### src/rtl/core/radar_measurement_jacobian_defines.svh
// ----------------------------------------------------------------------------
// radar measurement jacobian assertion macros
// shared concurrent assertion forms, clocked on clk_i, off during reset
// ----------------------------------------------------------------------------
`ifndef RADAR_MEASUREMENT_JACOBIAN_DEFINES_SVH
`define RADAR_MEASUREMENT_JACOBIAN_DEFINES_SVH

// same-cycle implication
`define RMJ_ASSERT_SAME(lbl, ante, cons, msg) \
  lbl: assert property (@(posedge clk_i) disable iff (!rst_ni) (ante) |-> (cons)) \
    else $error(msg);

// next-cycle implication
`define RMJ_ASSERT_NEXT(lbl, ante, cons, msg) \
  lbl: assert property (@(posedge clk_i) disable iff (!rst_ni) (ante) |=> (cons)) \
    else $error(msg);

`endif

### src/rtl/core/rmj_pkg.sv
// ----------------------------------------------------------------------------
// rmj_pkg
// widths, sideband types and the output clipping function of the jacobian
// ----------------------------------------------------------------------------
package rmj_pkg;

  localparam int DATA_W  = 32;
  localparam int FRAC_W  = 16;
  localparam int R2_W    = 64;
  localparam int ROOT_W  = 32;
  localparam int C4_W    = 65;
  localparam int QUO_W   = 33;
  localparam int NUM_MAX = 113;
  localparam int DEN_MAX = 96;
  localparam int LANES   = 6;
  localparam int THR_W   = 16;

  // sideband carried along the square root cells
  typedef struct packed {
    logic [DATA_W-1:0] p;
    logic [DATA_W-1:0] q;
    logic [3:0]        sg;
    logic              sc4;
    logic [C4_W-1:0]   c4;
    logic [R2_W-1:0]   r2;
    logic              near;
  } sq_side_t;

  // sideband carried along the divider cells
  typedef struct packed {
    logic [LANES-1:0] neg;
    logic             near;
  } dv_side_t;

  typedef struct packed {
    logic [DATA_W-1:0] data;
    logic              sat;
  } emit_t;

  function automatic emit_t rmj_emit(input logic [QUO_W-1:0] quo, input logic neg);
    logic [QUO_W-1:0]  lim;
    logic [QUO_W-1:0]  mag;
    emit_t             res;
    lim      = neg ? (QUO_W'(1) << (DATA_W - 1)) : ((QUO_W'(1) << (DATA_W - 1)) - QUO_W'(1));
    res.sat  = quo > lim;
    mag      = res.sat ? lim : quo;
    res.data = neg ? (DATA_W'(0) - mag[DATA_W-1:0]) : mag[DATA_W-1:0];
    return res;
  endfunction

endpackage

### src/rtl/core/rmj_sqrt_cell.sv
// ----------------------------------------------------------------------------
// rmj_sqrt_cell
// one bit of the digit-by-digit integer square root of range squared
// ----------------------------------------------------------------------------
module rmj_sqrt_cell
  import rmj_pkg::*;
#(
  parameter int BIT = 0
) (
  input  logic              clk_i,
  input  logic              ce_i,
  input  logic [R2_W-1:0]   rem_i,
  input  logic [ROOT_W-1:0] root_i,
  output logic [R2_W-1:0]   rem_o,
  output logic [ROOT_W-1:0] root_o
);

  localparam int TW = R2_W + 2;

  logic [TW-1:0]     trial;
  logic              take;
  logic [R2_W-1:0]   rem_d, rem_q;
  logic [ROOT_W-1:0] root_d, root_q;

  // (2*root + 2^bit) * 2^bit
  always_comb begin
    trial  = (TW'(root_i) << (BIT + 1)) + (TW'(1) << (2 * BIT));
    take   = TW'(rem_i) >= trial;
    rem_d  = take ? R2_W'(TW'(rem_i) - trial) : rem_i;
    root_d = take ? (root_i | (ROOT_W'(1) << BIT)) : root_i;
  end

  always_ff @(posedge clk_i) begin
    if (ce_i) begin
      rem_q  <= rem_d;
      root_q <= root_d;
    end
  end

  assign rem_o  = rem_q;
  assign root_o = root_q;

endmodule

### config.mk
export PLATFORM = sky130hd
export DESIGN_NAME = rmj_sqrt_cell
export DESIGN_NICKNAME = d
export VERILOG_FILES = /design/src/rtl/core/radar_measurement_jacobian_defines.svh /design/src/rtl/core/rmj_pkg.sv /design/src/rtl/core/rmj_sqrt_cell.sv
export SDC_FILE = /design/constraint.sdc
export NUM_CORES = 1
export LEC_CHECK = 0
export ABC_AREA = 1
export ABC_CLOCK_PERIOD_IN_PS = 2800
export BUFFER_PORTS_ARGS = -buffer_cell sky130_fd_sc_hd__buf_4
export CAP_MARGIN = 15
export CORE_AREA = 2 2 148 186
export DETAILED_ROUTE_END_ITERATION = 7
export DIE_AREA = 0 0 150 188
export GPL_TIMING_DRIVEN = 0
export PLACE_DENSITY = 0.59
export SYNTH_ARGS = -nofsm -noshare
export SYNTH_HDL_FRONTEND = slang
export SYNTH_SLANG_ARGS = --single-unit
export TNS_END_PERCENT = 1
### constraint.sdc
create_clock -name clk_i -period 2.8 [get_ports clk_i]
set_input_delay 0.28 -clock clk_i [delete_from_list [all_inputs] [get_ports clk_i]]
set_output_delay 0.28 -clock clk_i [all_outputs]
set_load 0.1 [all_outputs]
==> impl_metrics.py, run 1 <==
metrics = {
    "outcome": {
        "status": "finished, final reports clean",
    },
    "finish": {
        "drive_gt1_frac": 0.236,
        "final_cell_count_no_fill": 1679,
        "area_growth_pct": 28.1,
        "fill_cells": 2938,
        "ff_latch_area_sq_mm": 0.00288,
        "final_nets": 1461,
        "diodes": 0,
        "fin_util": 0.379,
        "fin_area_sq_mm": 0.0100,
        "multiInputGateArea_sq_mm": 0.00401,
    },
    "power": {
        "ir_drop_mv": 0.293,
        "power_leakage_uw": 0.00500,
        "powerDensity_mw_per_mm2": 544,
    },
    "clock_tree": {
        "cts_resized": 0,
        "cts-root-buf": "clkbuf_16",
        "cts_hold_buf": 0,
        "tritoncts": "built",
        "numCtsBuffers": 9,
        "cts_max_path_buffers": 2,
        "h-tree-depth": 3,
        "clkSlewWorstSetupHoldPaths_ps": 80,
        "post-cts-setup-buffer-count": 0,
        "cts_sinks": 96,
    },
    "setup_path": {
        "cpLargestDelayFamily": "simple AND/OR/NAND/NOR gates",
        "cp-start-kind": "input pin",
        "critPathCaptureType": "register",
        "worst_ep_arrival_time_ps": 2440,
        "path_cells": "buf_4 -> inv_1 -> fa_1 -> nand3_1 -> nand3_2 -> nand2_1 -> nand2_2 -> nand2_1 -> nand2_2 -> nand2_1 -> nand2_2 -> a21oi_4 -> buf_12 -> buf_6 -> nand2_1",
        "cp-endpoint": "root_o[0]$_SDFFCE_PP1P_",
        "crit_fanout": 10,
        "worstPathRequired_ps": 2910,
        "worstSetupPathType": "in -> reg",
        "cp.depth": 15,
        "crit_slowest_cell": "fa_1",
        "critPathMaxStageDelay_ps": 480,
        "crit_buf_inv": 4,
        "cp_common_cell": "nand2_1",
        "crit_start": "root_i[0]",
    },
    "yosys": {
        "syn_area_sq_mm": 0.00784,
        "avgSynthCellArea_sq_um": 6.98,
        "syn_nets": 1256,
        "ys_warn_count": 0,
        "synth-seq-cells": 96,
        "synthesis.instances": 1124,
        "async_reset_ff_frac": 0,
        "synth_edf_count": 96,
        "synthFlopType": "edfxtp_1",
        "yosysUniqueCellTypes": 32,
        "seq_area_frac_synth": 0.368,
    },
    "routing": {
        "routedWlPerCell_um": 15.4,
        "drt_drc_violations_left": 0,
        "dr_total_vias": 7385,
        "avgViaCountPerCell": 4.40,
        "drtIter0Drc": 380,
        "drt-total-wl_um": 25800,
        "postRouteAntennaNets": 0,
        "dr.pass1.iters": 5,
    },
    "timing": {
        "setup-violations-final": 0,
        "relSlewSlack": 0.646,
        "finalSetupTns_ps": 0,
        "worstMarginPinSlew_ps": 532,
        "rsz0062_at_grt": "false",
        "drv_slew": 0,
        "layout_setup_ws_ps": 474,
        "max_freq_mhz": 430,
        "min_period_ps": 2330,
        "finalHoldViolCount": 0,
        "fin_crit_sh": 0.831,
    },
    "floorplan": {
        "rows": 67,
        "die_h_um": 188,
        "core_sq_mm": 0.0265,
        "die_w_um": 150,
        "start_util": 0.296,
        "dieArea_sq_mm": 0.0282,
        "io_pins": 194,
    },
    "place": {
        "place.gp.congestion": 0.938,
        "post-place-ws_ps": 59.8,
        "placed_cells": 1663,
        "hpwl_um": 22200,
        "port_buffers": 193,
        "placed_area_sq_mm": 0.00975,
    },
    "job": {
        "cap_violations": 0,
    },
    "global_route": {
        "grt_overflow": 0,
        "antenna_found_initial": 0,
        "grt_use_total": 0.187,
        "first_global_vias": 7146,
        "grt_start_max_net_pins": 61,
        "grt_pass1_wl_um": 39100,
    },
    "hold_path": {
        "hold_path.class": "in -> reg",
    },
}
metrics by stage:
stage,total power [uW],hold slack [ps]
CTS,5520,78.0
floorplan,3590,379
global placement,4220,469
global route,5700,81.8
detailed placement,4230,469
finish,5460,91.3
Yosys cell counts (3+ instances only):
cell | count | area (sq um)
nand2_1 | 423 | 1590
inv_1 | 217 | 815
nor2_1 | 112 | 420
edfxtp_1 | 96 | 2880
nand3_1 | 53 | 265
ha_1 | 33 | 413
a21oi_2 | 30 | 263
nand2_2 | 27 | 169
a21oi_1 | 23 | 115
o21ai_2 | 21 | 184
xnor2_1 | 20 | 175
nor3_1 | 14 | 70.1
xor2_1 | 10 | 87.6
nand4_1 | 7 | 43.8
nor2_2 | 6 | 37.5
buf_6 | 4 | 45.0
inv_2 | 3 | 11.3
o21ai_0 | 3 | 15.0
or2_2 | 3 | 18.8
cells by family (layout without fill, tap and decap cells):
group / Yosys count / in the layout / synth area share
xor gates and xnor gates: 30 / 30 / 0.0335
adders and majority gates: 34 / 34 / 0.0552
buffers and inverters: 230 / 440 / 0.122
DFF: 96 / 96 / 0.368
AOI/OAI and AO/OA: 82 / 82 / 0.0794
and+or+nand+nor: 652 / 652 / 0.342
registers in the layout, summed over array words and instances (netlist names):
signal / cells
root_o: 32
rem_o: 64
cells in the final DEF (no fill, tap or decap), drive strengths merged, types with 3 or more instances in the layout:
master,instances
nor2,120
xor2,10
nand4,7
edfxtp,96
buf,204
nand3,54
clkbuf,10
ha,33
o21ai,24
inv,222
or2,3
a21oi,54
nor3,16
nand2,450
xnor2,20
routing by layer:
metal	up-vias	wire, um	global-route usage
met1	3295	10200	0.211
met4	0	689	0.0657
met3	30	1280	0.0328
li1	3875	-	-
met5	-	0	0
met2	185	13700	0.347
power by group:
part           switching (uW)  internal, uW
clock                     586           698
combinational            1800           567
sequential               40.1          1780
total                    2420          3040
area by class of cell:
type,count,share of cell area
clock buffer,10,0.0228
multi-input combinational,798,0.399
timing repair buffer,194,0.147
tap,345,0.0430
clock inverter,6,0.00672
sequential,96,0.287
inverter,220,0.0822
buffer,10,0.0129
worst min path at each step:
stage | from | to | slack (ps) | cells after the start
3_3_place_gp | root_i[1] | root_o[1]$_DFFE_PP_ | 470 | 1
4_1_cts | root_i[28] | root_o[28]$_DFFE_PP_ | 80 | 1
3_5_place_dp | root_i[17] | root_o[17]$_DFFE_PP_ | 470 | 1
2_1_floorplan | root_i[10] | root_o[10]$_DFFE_PP_ | 380 | 0
5_1_grt | root_i[28] | root_o[28]$_DFFE_PP_ | 80 | 1
6_report | root_i[28] | root_o[28]$_DFFE_PP_ | 90 | 1
No activity file was read; power rests on OpenSTA's default activity.
==> run 2: changes to the inputs <==
ABC_CLOCK_PERIOD_IN_PS = 2200   (was 2800)
clock period = 2.2 ns   (was 2.8 ns; I/O delays follow)
==> run 2 against run 1 <==
Final cell count up 0.77%. Total power up 28%. Via count up 1.2%. Wire length up 2.9%. Combinational power up 29%. Die area unchanged. First-iteration DRC count up 18%. Hold slack worse by 57 ps. Critical path depth up 1. Clock-buffer cell count unchanged. Highest routed layer unchanged. Sequential cell count unchanged. Sequential share of layout area down 0.87 points.
==> impl_metrics.py, run 2 (synthesis gave the netlist of run 1 again) <==
metrics = {
    "global_route": {
        "grt_overflow": 0,
        "use_met1": 0.211,
        "grt.busiest_layer": "met2",
        "grt_use_total": 0.187,
        "use_met3": 0.0328,
        "antenna_found_initial": 0,
        "grt_pass1_wl_um": 39100,
        "met2_usage": 0.346,
        "first_global_vias": 7146,
        "grt_start_max_net_pins": 61,
    },
    "timing": {
        "rsz0062_at_grt": "true",
        "layout_setup_ws_ps": 79.4,
        "setup-violations-final": 0,
        "whs_ps": 34.0,
        "relSlewSlack": 0.644,
        "min_period_ps": 2120,
        "drv_slew": 0,
        "max_freq_mhz": 472,
        "finalHoldViolCount": 0,
        "worstMarginPinSlew_ps": 533,
        "fin_crit_sh": 0.964,
    },
    "power": {
        "power_leakage_uw": 0.00511,
        "ir_drop_mv": 0.373,
        "p_total_uw": 6990,
        "powerDensity_mw_per_mm2": 674,
    },
    "finish": {
        "layout_commonest_cell": "nand2_1",
        "largest_register_ffs": 64,
        "final_cell_mix": "417 x nand2_1, 217 x inv_1, 201 x buf_4",
        "fin_util": 0.391,
        "diodes": 0,
        "area_growth_pct": 32.1,
        "final_nets": 1474,
        "fill_cells": 2918,
        "drive_gt1_frac": 0.255,
    },
    "setup_path": {
        "crit_fanout": 5,
        "crit_start": "root_i[0]",
        "cp-start-kind": "input pin",
        "cp.depth": 16,
        "cpLargestDelayFamily": "simple AND/OR/NAND/NOR gates",
        "crit_buf_inv": 5,
        "critPathMaxStageDelay_ps": 420,
        "cp_common_cell": "nand2_2",
        "cp-endpoint": "root_o[0]$_SDFFCE_PP1P_",
        "critPathCaptureType": "register",
        "worst_ep_arrival_time_ps": 2240,
        "path_cells": "buf_4 -> inv_1 -> fa_2 -> nand3_1 -> nand3_2 -> nand2_2 -> nand2_2 -> nand2_1 -> nand2_4 -> nand2_2 -> nand2_2 -> a21oi_4 -> buf_12 -> clkbuf_16 -> buf_12 -> nand2_1",
        "worstSetupPathType": "in -> reg",
        "crit_slowest_cell": "fa_2",
        "worstPathRequired_ps": 2310,
    },
    "routing": {
        "dr_total_vias": 7473,
        "postRouteAntennaNets": 0,
        "drtIter0Drc": 449,
        "avgViaCountPerCell": 4.42,
        "drt_drc_violations_left": 0,
        "drt-total-wl_um": 26600,
        "dr.pass1.iters": 5,
        "routedWlPerCell_um": 15.7,
    },
    "floorplan": {
        "start_util": 0.296,
        "dieArea_sq_mm": 0.0282,
        "io_pins": 194,
        "die_h_um": 188,
        "die_w_um": 150,
        "rows": 67,
        "core_sq_mm": 0.0265,
    },
    "place": {
        "port_buffers": 193,
        "hpwl_um": 22200,
        "post-place-ws_ps": -480,
        "place.gp.congestion": 0.938,
    },
    "clock_tree": {
        "cts_hold_buf": 0,
        "h-tree-depth": 3,
        "cts_max_path_buffers": 2,
        "clkSlewWorstSetupHoldPaths_ps": 80,
        "cts_sinks": 96,
        "tritoncts": "built",
        "cts-root-buf": "clkbuf_16",
        "numCtsBuffers": 9,
    },
    "job": {
        "cap_violations": 0,
    },
    "hold_path": {
        "hold_path.class": "in -> reg",
        "min-delay-start": "root_i[28]",
    },
    "outcome": {
        "status": "finished, final reports clean",
    },
}
run 2: what timing repair did:
action	CTS	global route
cloned	0	6
setup buffers	0	8
endpoints found under the hold margin	0	0
pin swaps	0	2
setup endpoints to repair	32	59
resized for setup	3	23
run 2: power by group:
part	switching (uW)	leakage [uW]	internal, uW
Sequential	50.9	0.000940	2260
Clock	745	0.000139	888
Combinational	2300	0.00403	738
run 2: worst min path at each step:
stage                                end  slack [ps]  cells past startpoint
finish              root_o[28]$_DFFE_PP_          30                      1
global route        root_o[28]$_DFFE_PP_          20                      1
CTS                 root_o[28]$_DFFE_PP_          20                      1
detailed placement  root_o[17]$_DFFE_PP_         410                      1
global placement     root_o[1]$_DFFE_PP_         410                      1
floorplan           root_o[10]$_DFFE_PP_         320                      0
run 2: layout make-up:
cell class | count | area [sq um] | share of cell area
Multi-Input combinational cell | 798 | 4070 | 0.393
Tap cell | 345 | 432 | 0.0417
Clock buffer | 10 | 229 | 0.0221
Timing Repair Buffer | 208 | 1700 | 0.164
Sequential cell | 96 | 2880 | 0.278
Buffer | 9 | 154 | 0.0149
Inverter | 220 | 826 | 0.0797
Clock inverter | 6 | 67.6 | 0.00652
run 2: layer usage:
layer | part of all wire | up-vias
li1 | - | 3905
met1 | 0.40 | 3358
met2 | 0.53 | 183
met3 | 0.045 | 27
met4 | 0.025 | 0
met5 | 0 | -
run 2: through the flow:
step           instance area (sq um)  std cells  TNS [ps]
6_report                       10400       1692         0
5_1_grt                        10400       1692     -32.7
2_1_floorplan                   7840       1124         0
3_5_place_dp                    9750       1663    -24360
3_3_place_gp                    9720       1662    -25000
4_1_cts                        10100       1679         0
