==> src/rtl/core/radar_measurement_jacobian_defines.svh <==
// ----------------------------------------------------------------------------
// radar measurement jacobian assertion macros
// shared concurrent assertion forms, clocked on clk_i, off during reset
// ----------------------------------------------------------------------------
`ifndef RADAR_MEASUREMENT_JACOBIAN_DEFINES_SVH
`define RADAR_MEASUREMENT_JACOBIAN_DEFINES_SVH

// same-cycle implication
`define RMJ_ASSERT_SAME(lbl, ante, cons, msg) \
  lbl: assert property (@(posedge clk_i) disable iff (!rst_ni) (ante) |-> (cons)) \
    else $error(msg);

// next-cycle implication
`define RMJ_ASSERT_NEXT(lbl, ante, cons, msg) \
  lbl: assert property (@(posedge clk_i) disable iff (!rst_ni) (ante) |=> (cons)) \
    else $error(msg);

`endif

==> src/rtl/core/rmj_pkg.sv <==
// ----------------------------------------------------------------------------
// rmj_pkg
// widths, sideband types and the output clipping function of the jacobian
// ----------------------------------------------------------------------------
package rmj_pkg;

  localparam int DATA_W  = 32;
  localparam int FRAC_W  = 16;
  localparam int R2_W    = 64;
  localparam int ROOT_W  = 32;
  localparam int C4_W    = 65;
  localparam int QUO_W   = 33;
  localparam int NUM_MAX = 113;
  localparam int DEN_MAX = 96;
  localparam int LANES   = 6;
  localparam int THR_W   = 16;

  // sideband carried along the square root cells
  typedef struct packed {
    logic [DATA_W-1:0] p;
    logic [DATA_W-1:0] q;
    logic [3:0]        sg;
    logic              sc4;
    logic [C4_W-1:0]   c4;
    logic [R2_W-1:0]   r2;
    logic              near;
  } sq_side_t;

  // sideband carried along the divider cells
  typedef struct packed {
    logic [LANES-1:0] neg;
    logic             near;
  } dv_side_t;

  typedef struct packed {
    logic [DATA_W-1:0] data;
    logic              sat;
  } emit_t;

  function automatic emit_t rmj_emit(input logic [QUO_W-1:0] quo, input logic neg);
    logic [QUO_W-1:0]  lim;
    logic [QUO_W-1:0]  mag;
    emit_t             res;
    lim      = neg ? (QUO_W'(1) << (DATA_W - 1)) : ((QUO_W'(1) << (DATA_W - 1)) - QUO_W'(1));
    res.sat  = quo > lim;
    mag      = res.sat ? lim : quo;
    res.data = neg ? (DATA_W'(0) - mag[DATA_W-1:0]) : mag[DATA_W-1:0];
    return res;
  endfunction

endpackage

==> src/rtl/core/rmj_div_cell.sv <==
// ----------------------------------------------------------------------------
// rmj_div_cell
// one quotient bit of a restoring divider lane
// ----------------------------------------------------------------------------
module rmj_div_cell
  import rmj_pkg::*;
#(
  parameter int NUM_W = 48,
  parameter int DEN_W = 32,
  parameter int SHIFT = 0
) (
  input  logic             clk_i,
  input  logic             ce_i,
  input  logic [NUM_W-1:0] rem_i,
  input  logic [DEN_W-1:0] den_i,
  input  logic [QUO_W-1:0] quo_i,
  output logic [NUM_W-1:0] rem_o,
  output logic [DEN_W-1:0] den_o,
  output logic [QUO_W-1:0] quo_o
);

  localparam int CW = ((NUM_W > DEN_W + SHIFT) ? NUM_W : DEN_W + SHIFT) + 1;

  logic [CW-1:0]    trial;
  logic             take;
  logic [NUM_W-1:0] rem_d, rem_q;
  logic [DEN_W-1:0] den_q;
  logic [QUO_W-1:0] quo_d, quo_q;

  always_comb begin
    trial = CW'(den_i) << SHIFT;
    take  = CW'(rem_i) >= trial;
    rem_d = take ? NUM_W'(CW'(rem_i) - trial) : rem_i;
    quo_d = quo_i | (QUO_W'(take) << SHIFT);
  end

  always_ff @(posedge clk_i) begin
    if (ce_i) begin
      rem_q <= rem_d;
      den_q <= den_i;
      quo_q <= quo_d;
    end
  end

  assign rem_o = rem_q;
  assign den_o = den_q;
  assign quo_o = quo_q;

endmodule

==> config.mk <==
export PLATFORM = sky130hd
export DESIGN_NAME = rmj_div_cell
export DESIGN_NICKNAME = d
export VERILOG_FILES = /design/src/rtl/core/radar_measurement_jacobian_defines.svh /design/src/rtl/core/rmj_pkg.sv /design/src/rtl/core/rmj_div_cell.sv
export SDC_FILE = /design/constraint.sdc
export NUM_CORES = 1
export LEC_CHECK = 0
export BUFFER_PORTS_ARGS = -buffer_cell sky130_fd_sc_hd__buf_2
export CAP_MARGIN = 20
export CORE_ASPECT_RATIO = 0.8
export CORE_MARGIN = 8
export CORE_UTILIZATION = 34
export CTS_BUF_LIST = sky130_fd_sc_hd__clkbuf_8
export DETAILED_ROUTE_END_ITERATION = 8
export SETUP_SLACK_MARGIN = 0.1
export SYNTH_ARGS = -nofsm -noshare
export SYNTH_HDL_FRONTEND = slang
export SYNTH_SLANG_ARGS = --single-unit
==> constraint.sdc <==
create_clock -name clk_i -period 4.15 [get_ports clk_i]
set_clock_uncertainty 0.2 [all_clocks]
set_input_delay 0.2075 -clock clk_i [delete_from_list [all_inputs] [get_ports clk_i]]
set_output_delay 0.2075 -clock clk_i [all_outputs]
set_load 0.1 [all_outputs]
==> results of run 1 <==
[where the power goes]
| part | switching (mW) | internal, mW | leakage (nW) |
|---|---|---|---|
| clock | 0.547 | 0.428 | 0.178 |
| combinational | 1.23 | 0.347 | 2.62 |
| sequential | 0.0284 | 1.40 | 1.11 |
| total | 1.81 | 2.18 | 3.91 |
[worst paths after layout]
check,startpoint,to,cells after the start
worst max-delay path,den_i[31],rem_o[19],11
worst min-delay path,ce_i,quo_o[1],1
[cell usage in the layout, fill, tap and decap left out, types with 3 or more instances in the layout]
| cell | synthesis | routed |
|---|---|---|
| nor4_1 | 9 | 9 |
| xor2_1 | 21 | 21 |
| a21oi_1 | 59 | 59 |
| o21a_1 | 3 | 3 |
| inv_6 | 0 | 6 |
| or3_4 | 3 | 3 |
| a211oi_1 | 11 | 11 |
| nor3_2 | 3 | 3 |
| and4_1 | 6 | 6 |
| buf_4 | 0 | 8 |
| clkinv_4 | 0 | 5 |
| o21bai_1 | 5 | 5 |
| a31oi_1 | 3 | 3 |
| buf_2 | 3 | 226 |
| or3_1 | 3 | 3 |
| clkbuf_8 | 0 | 17 |
| xnor2_1 | 18 | 18 |
| and3_1 | 5 | 5 |
| nor3_1 | 16 | 16 |
| ha_1 | 32 | 32 |
| a2111o_1 | 3 | 3 |
| nand2b_1 | 5 | 5 |
| dlygate4sd3_1 | 0 | 112 |
| o21ai_0 | 36 | 36 |
| nor2_1 | 53 | 53 |
| inv_1 | 37 | 37 |
| and2_1 | 3 | 3 |
| nand3b_1 | 3 | 3 |
| edfxtp_1 | 113 | 113 |
| nand3_1 | 8 | 8 |
| a21o_1 | 5 | 5 |
| o31ai_1 | 6 | 6 |
| nand4_1 | 16 | 16 |
| nand2_1 | 45 | 45 |
[synthesized netlist by cell type (2+ instances only)]
| cell type | number | area (um2) |
|---|---|---|
| o31ai_1 | 6 | 45.04 |
| inv_1 | 37 | 138.9 |
| xor2_1 | 21 | 183.9 |
| a2111oi_0 | 2 | 17.52 |
| nor4b_1 | 2 | 17.52 |
| o2111ai_1 | 2 | 17.52 |
| a22o_1 | 2 | 17.52 |
| nand3b_1 | 3 | 22.52 |
| nand2b_1 | 5 | 31.28 |
| or3_1 | 3 | 18.77 |
| buf_6 | 5 | 56.30 |
| buf_1 | 2 | 7.510 |
| edfxtp_1 | 113 | 3393 |
| a2111o_1 | 3 | 33.78 |
| a31o_2 | 2 | 17.52 |
| a21o_1 | 5 | 37.54 |
| nor2_1 | 53 | 198.9 |
| a211oi_1 | 11 | 82.58 |
| o21bai_1 | 5 | 37.54 |
| xnor2_1 | 18 | 157.7 |
| ha_1 | 32 | 400.4 |
| o21a_1 | 3 | 22.52 |
| clkbuf_1 | 16 | 60.06 |
| nor4_1 | 9 | 56.30 |
| and2_1 | 3 | 18.77 |
| nor3_1 | 16 | 80.08 |
| nand2_1 | 45 | 168.9 |
| a211o_1 | 2 | 17.52 |
| a21oi_1 | 59 | 295.3 |
| a32oi_1 | 2 | 17.52 |
| nor2b_1 | 2 | 12.51 |
| o211ai_1 | 2 | 15.01 |
| nor3_2 | 3 | 30.03 |
| or3_4 | 3 | 33.78 |
| buf_2 | 3 | 15.01 |
| nand3_1 | 8 | 40.04 |
| o21ai_0 | 36 | 180.2 |
| nand4_1 | 16 | 100.1 |
| and4_1 | 6 | 52.55 |
| and3_1 | 5 | 31.28 |
| a31oi_1 | 3 | 18.77 |
| a21boi_0 | 2 | 15.01 |
[cell families (layout without fill, tap and decap cells)]
| kind of cell | after synthesis | in the layout | share of synthesized area (%) |
|---|---|---|---|
| buf+inv | 63 | 415 | 4.342 |
| flops | 113 | 113 | 53.04 |
| fa+ha+maj | 33 | 33 | 6.571 |
| compound gates | 156 | 156 | 15.22 |
| mux | 1 | 1 | 0.1565 |
| simple gates | 190 | 190 | 15.33 |
| xor+xnor | 39 | 39 | 5.339 |
[critical path: stages]
cell,delay [ps]
dlygate4sd3_1,530
buf_2,110
inv_1,40
ha_1,370
a21oi_1,440
o21ai_0,230
or3_4,390
a2111o_1,480
or2_4,390
buf_4,240
o221a_2,280
[state kept, by name (all words and copies together), names as in the netlist]
register,flops
den_o,32
quo_o,33
rem_o,48
[layer usage]
metal | up-vias | share of wire (%) | GRT usage (%)
met5 | - | 0 | 0
met4 | 0 | 1.1 | 4.556
met1 | 2768 | 47 | 24.44
li1 | 2920 | - | -
met2 | 241 | 43 | 27.28
met3 | 17 | 9.0 | 6.003
[final cells by class]
cell class | instances | area, um2 | share of cell area [%]
Clock inverter | 15 | 126.4 | 1.366
Sequential cell | 113 | 3393 | 36.67
Inverter | 37 | 138.9 | 1.501
Timing Repair Buffer | 346 | 2312 | 24.99
Clock buffer | 17 | 234.0 | 2.528
Tap cell | 258 | 322.8 | 3.488
Multi-Input combinational cell | 419 | 2726 | 29.46
[what timing repair did]
action	4_1_cts	5_1_grt
hold buffers	112	0
hold endpoints to repair	112	0
setup buffers	0	0
==> impl_summary.md, run 1 <==
Status
The run finished with clean final reports.

Floorplanning
The effective utilization at floorplan is 34.22%. The number of standard-cell rows in the floorplan is 45. The die is about 170 um wide. The die area is 23490 um2. The die height is approximately 140 um.

The core outline area is around 19000 um2. The I/O pin total is around 230.

Timing
The worst-margin pin slew is ~670 ps. The setup-violating endpoint count in the final report is 0. The number of slew-limit violations in the final report is 0. Setup repair after global routing left no endpoint under its margin. The final count of hold timing violations is 0. After layout, the minimum clock period comes to 3726 ps. The setup TNS is 0 ps. For this run, the top clock speed supported by timing is 0.2684 GHz. The post-route clock period utilization is 89.78%. In this run the tightest slew margin relative to its limit is 55.02%. In the post-route analysis, the smallest setup slack over all paths is 424.1 ps. The tightest hold path in the finished design has a slack of 28.93 ps.

Synth
For this run, asynchronously set or reset flops after synthesis account for 0%. The number of instances in the synthesized netlist is 595. The mean cell area of the mapped netlist is 10.75 um2.

The number of enable-type register cells in the synthesized netlist is around 110. The synthesis-stage register bit count is 113. The net count of the mapped netlist is 743. Of the synthesized area, sequential elements account for 53.04%. For this run, the number of Yosys warnings is 0. The mapped netlist covers between 6000 and 7000 um2.

The top flip-flop cell by instance count after synthesis is edfxtp_1. The post-synthesis cell type count is 61.

Global routing
The via count of the first global-routing pass is 6004. The number of antenna violations at the first check in global routing was 0. The total global-route track usage is roughly 18%. The maximum number of pins on one net before global-route repair is 42. The global-route wire length before repair is 33510 um. Global routing finished with a remaining overflow of 0.

Power
For this design the ratio of total power to cell area is 430.3 nW/um2. The reported leakage power is 3.908 nW. The largest vdd supply drop is between 200 and 250 uV.

The total design power is 3.982 mW.

Critical path
STA classifies the critical path startpoint as an input port. At the worst endpoint, the arrival time is about 3700 ps. For the worst setup path, the data required time is 4160 ps. The worst setup path is captured at a register.

The maximum fanout along the worst path is 31. By startpoint and endpoint, the worst setup path is classified as input port to register.

Placed design
The congestion estimate from routability-driven global placement came to 0.8639. The number of placed cells counting well taps is approximately 1100. The count of input and output buffers is 227. Detailed placement ended at an HPWL of 15850 um. The worst setup timing slack at the placement stage is 566.0 ps. The cell area after placement is 7772 um2.

Routing
The routed wirelength normalized by instance count is around 18 um. The first detailed-routing pass ran for 5 iterations. After detailed routing, the number of remaining DRC violations is 0. The violation count after the first detailed-routing iteration is 498.

The number of vias after detailed routing is 5946. Wires add up to 21450 um. In the routed layout, each cell is associated on average with a via count of 4.934. In this run the remaining antenna-violating nets after routing total 0.

Clocking
The number of instances resized during post-cts repair is 0. TritonCTS built the clock tree. The level count of the clock H-tree is 4. The clock sink total is 113. The root buffer cell chosen for the clock tree is clkbuf_8.

In this run, CTS created clock tree buffers numbering 17. The clock passes through at most 2 buffers. Clock-pin slew was measured on the worst setup and hold paths at 80 ps.

Cells and area
After routing the design area is 9254 um2. The net count of the finished layout is 1082. In the final layout, the share of cells above drive strength 1 is 29.57%. For this run, the share of the core covered by cells in the final layout is 49.50%. The number of standard cells in the final layout excluding fillers is between 1000 and 1500. The number of filler instances in the final layout is 1795. 0 antenna diodes ended up in the layout.

The layout overhead on the synthesized area is 44.65%.

Hold path
In this run the worst hold path is classified as input port to register.

Flow run
The number of max-cap violations is 0.
Note: power is estimated with default switching activity, not from simulation.
==> run 2, diff against run 1 <==
==> constraint.sdc (replaced) <==
create_clock -name clk_i -period 3.8 [get_ports clk_i]
set_clock_uncertainty 0.2 [all_clocks]
set_input_delay 0.19 -clock clk_i [delete_from_list [all_inputs] [get_ports clk_i]]
set_output_delay 0.19 -clock clk_i [all_outputs]
set_load 0.1 [all_outputs]
==> impl_summary.md, run 2 (synthesized netlist as in run 1, its figures left out) <==
Routing
The violation count after the first detailed-routing iteration is 472 (was 498). The number of vias after detailed routing was 6028 (was 5946). The top metal layer carrying routed signals is met4 (unchanged). The met3 routed wirelength is 1730 um (was 1921 um). The met1 routed wirelength after detailed routing is 10190 um (was 10090 um). The sum of met2 wire segment lengths after detailed routing is 9438 um (was 9205 um). The iteration count of the initial detailed-routing pass was 5 (unchanged). The routed wire length is 21590 um (was 21450 um).

The routed wirelength normalized by instance count came to 17.87 um (was 17.80 um). The DRC violations left is 0 (unchanged). The antenna violation net count after detailed routing is 0 (unchanged).

The mean number of vias per cell is 4.990 (was 4.934).

Cells and area
The layout overhead on the synthesized area came to 45.84% (was 44.65%). The net count of the finished layout is 1085 (was 1082). The number of diodes was 0 (unchanged).

The utilization after layout is 49.91% (was 49.50%). Commonest cells after routing, fill and taps aside: 226 x buf_2, 113 x edfxtp_1, 112 x dlygate4sd3_1, 57 x a21oi_1, 53 x nor2_1 (was 226 x buf_2, 113 x edfxtp_1, 112 x dlygate4sd3_1, 59 x a21oi_1, 53 x nor2_1). The final non-filler cell area is 9330 um2 (was 9254 um2).

The number of flip-flops under the largest register name is 48 (unchanged). The fraction of final layout cells with drive strength greater than 1 is 30.00% (was 29.57%). The number of standard cells in the final layout excluding fillers is 1208 (was 1205). The most common cell after layout, fill and taps aside is buf_2 (unchanged).

Global routing
The total global-route track usage is 18.28% (was 18.07%). The via count of the first global-routing pass is 6294 (was 6004). The total grt overflow was 0 (unchanged). The global-route wire length before repair is 34120 um (was 33510 um). The maximum number of pins on one net before global-route repair is 77 (was 42). The number of antenna violations at the first check in global routing was 0 (unchanged).

Critical path
The launching element type of the critical path was an input port (unchanged). The critical path required time is 3790 ps (was 4160 ps). The type of element capturing the critical path is a register (unchanged). The kind of critical path is input port to register (unchanged). The maximum fanout along the worst path came to 31 (unchanged). The arrival time at the worst endpoint is 3590 ps (was 3740 ps).

The start point of the critical path is den_i[17] (was den_i[31]).

Timing
The setup TNS is 0 ps (unchanged). After layout, the worst path uses 94.54% of the clock period. The worst-case hold slack came to 229.2 ps (was 28.93 ps). The worst-margin pin slew is 998.8 ps (was 666.2 ps). The clock period minus final worst setup slack is 3593 ps. Setup repair after global routing missed its margin: true (was false).

The maximum clock rate is 0.2783 GHz. The setup slack after layout came to 207.3 ps (was 424.1 ps). The final count of hold timing violations is 0 (unchanged).

The number of slew-limit violations in the final report is 0 (unchanged). The tightest slew margin relative to the limit came to 33.42% (was 55.02%). The setup-violating endpoint count in the final report is 0 (unchanged).

Placed design
The worst setup timing slack at the placement stage was 349.9 ps (was 566.0 ps). The global placer's final weighted congestion is 0.8588 (was 0.8639). The number of placed cells counting well taps was 1064 (was 1061). The HPWL reported at the end of detailed placement is 15680 um (was 15850 um).

The count of input and output buffers is 227 (unchanged). The cell area after placement is 7807 um2 (was 7772 um2).

Power
The largest vdd supply drop is 247.2 uV (was 216.3 uV). The reported leakage power was 3.937 nW (was 3.908 nW). The total design power is 4.440 mW (was 3.982 mW). The power per cell area is 475.8 nW/um2 (was 430.3 nW/um2).

Hold path
The startpoint of the tightest hold check path is ce_i (unchanged). The class of the tightest hold or removal check is input port to register (unchanged). The worst hold endpoint is quo_o[25] (was quo_o[1]). The instance count along the most critical hold path is 1 (unchanged).

Floorplanning
The die height is 138.7 um (unchanged). The number of standard-cell rows in the floorplan was 45 (unchanged). The effective utilization at floorplan is 34.22% (unchanged). The core outline area was 18690 um2 (unchanged). The I/O pin total is 228 (unchanged). The die area is 23490 um2 (unchanged).

The width of the die is 169.4 um (unchanged).

Status
Outcome: complete, no violations (unchanged).

Clocking
The CTS tree is done (unchanged). The cell chosen for the clock root is clkbuf_8 (unchanged). The clock sink total is 113 (unchanged). The maximum clock path buffer count is 2 (unchanged). The number of buffers inserted by post-CTS setup repair is 0 (unchanged). The clock slew at the register clock pins of the worst setup and hold paths is 70 ps (was 80 ps).

The level count of the clock H-tree came to 4 (unchanged). The total CTS buffers came to 17 (unchanged).

Flow run
The number of max-cap violations was 0 (unchanged).
run 2: timing repair:
| action | 4_1_cts | 5_1_grt |
|---|---|---|
| resized for setup | 0 | 2 |
| hold buffers | 112 | 0 |
| endpoints found under the hold margin | 112 | 0 |
| setup endpoints to repair | 0 | 29 |
run 2: how the worst max path moves through the flow:
| stage | slack [ps] | to | cells past startpoint |
|---|---|---|---|
| finish | 210 | rem_o[19] | 11 |
| global route | 80 | rem_o[25] | 13 |
| CTS | 260 | rem_o[41] | 13 |
| detailed placement | 350 | rem_o[19] | 10 |
| global placement | 380 | rem_o[19] | 10 |
| floorplan | 820 | rem_o[19] | 10 |
run 2: layer usage:
layer,track usage (%),up-vias
met2,28.08,260
met3,5.576,14
li1,-,2908
met5,0,-
met1,24.68,2846
met4,4.463,0
run 2: area by class of cell:
type,count,area (um2)
clock buffer,17,234.0
clock inverter,15,160.2
fill,1739,9363
inverter,37,138.9
multi-input combinational,419,2734
sequential,113,3393
tap,258,322.8
timing repair buffer,349,2347
run 2: critical path: stages:
cell and delay [ps]:
dlygate4sd3_1 550, buf_2 130, inv_1 90, ha_1 250, a21oi_1 310, o21ai_0 270
a211o_1 410, a2111o_1 460, or2_4 400, buf_4 240, o221a_2 270
run 2: report_power, final:
part / internal (mW) / switching (mW)
Sequential: 1.53 / 0.0330
Clock: 0.587 / 0.557
Combinational: 0.383 / 1.35
Total: 2.50 / 1.94
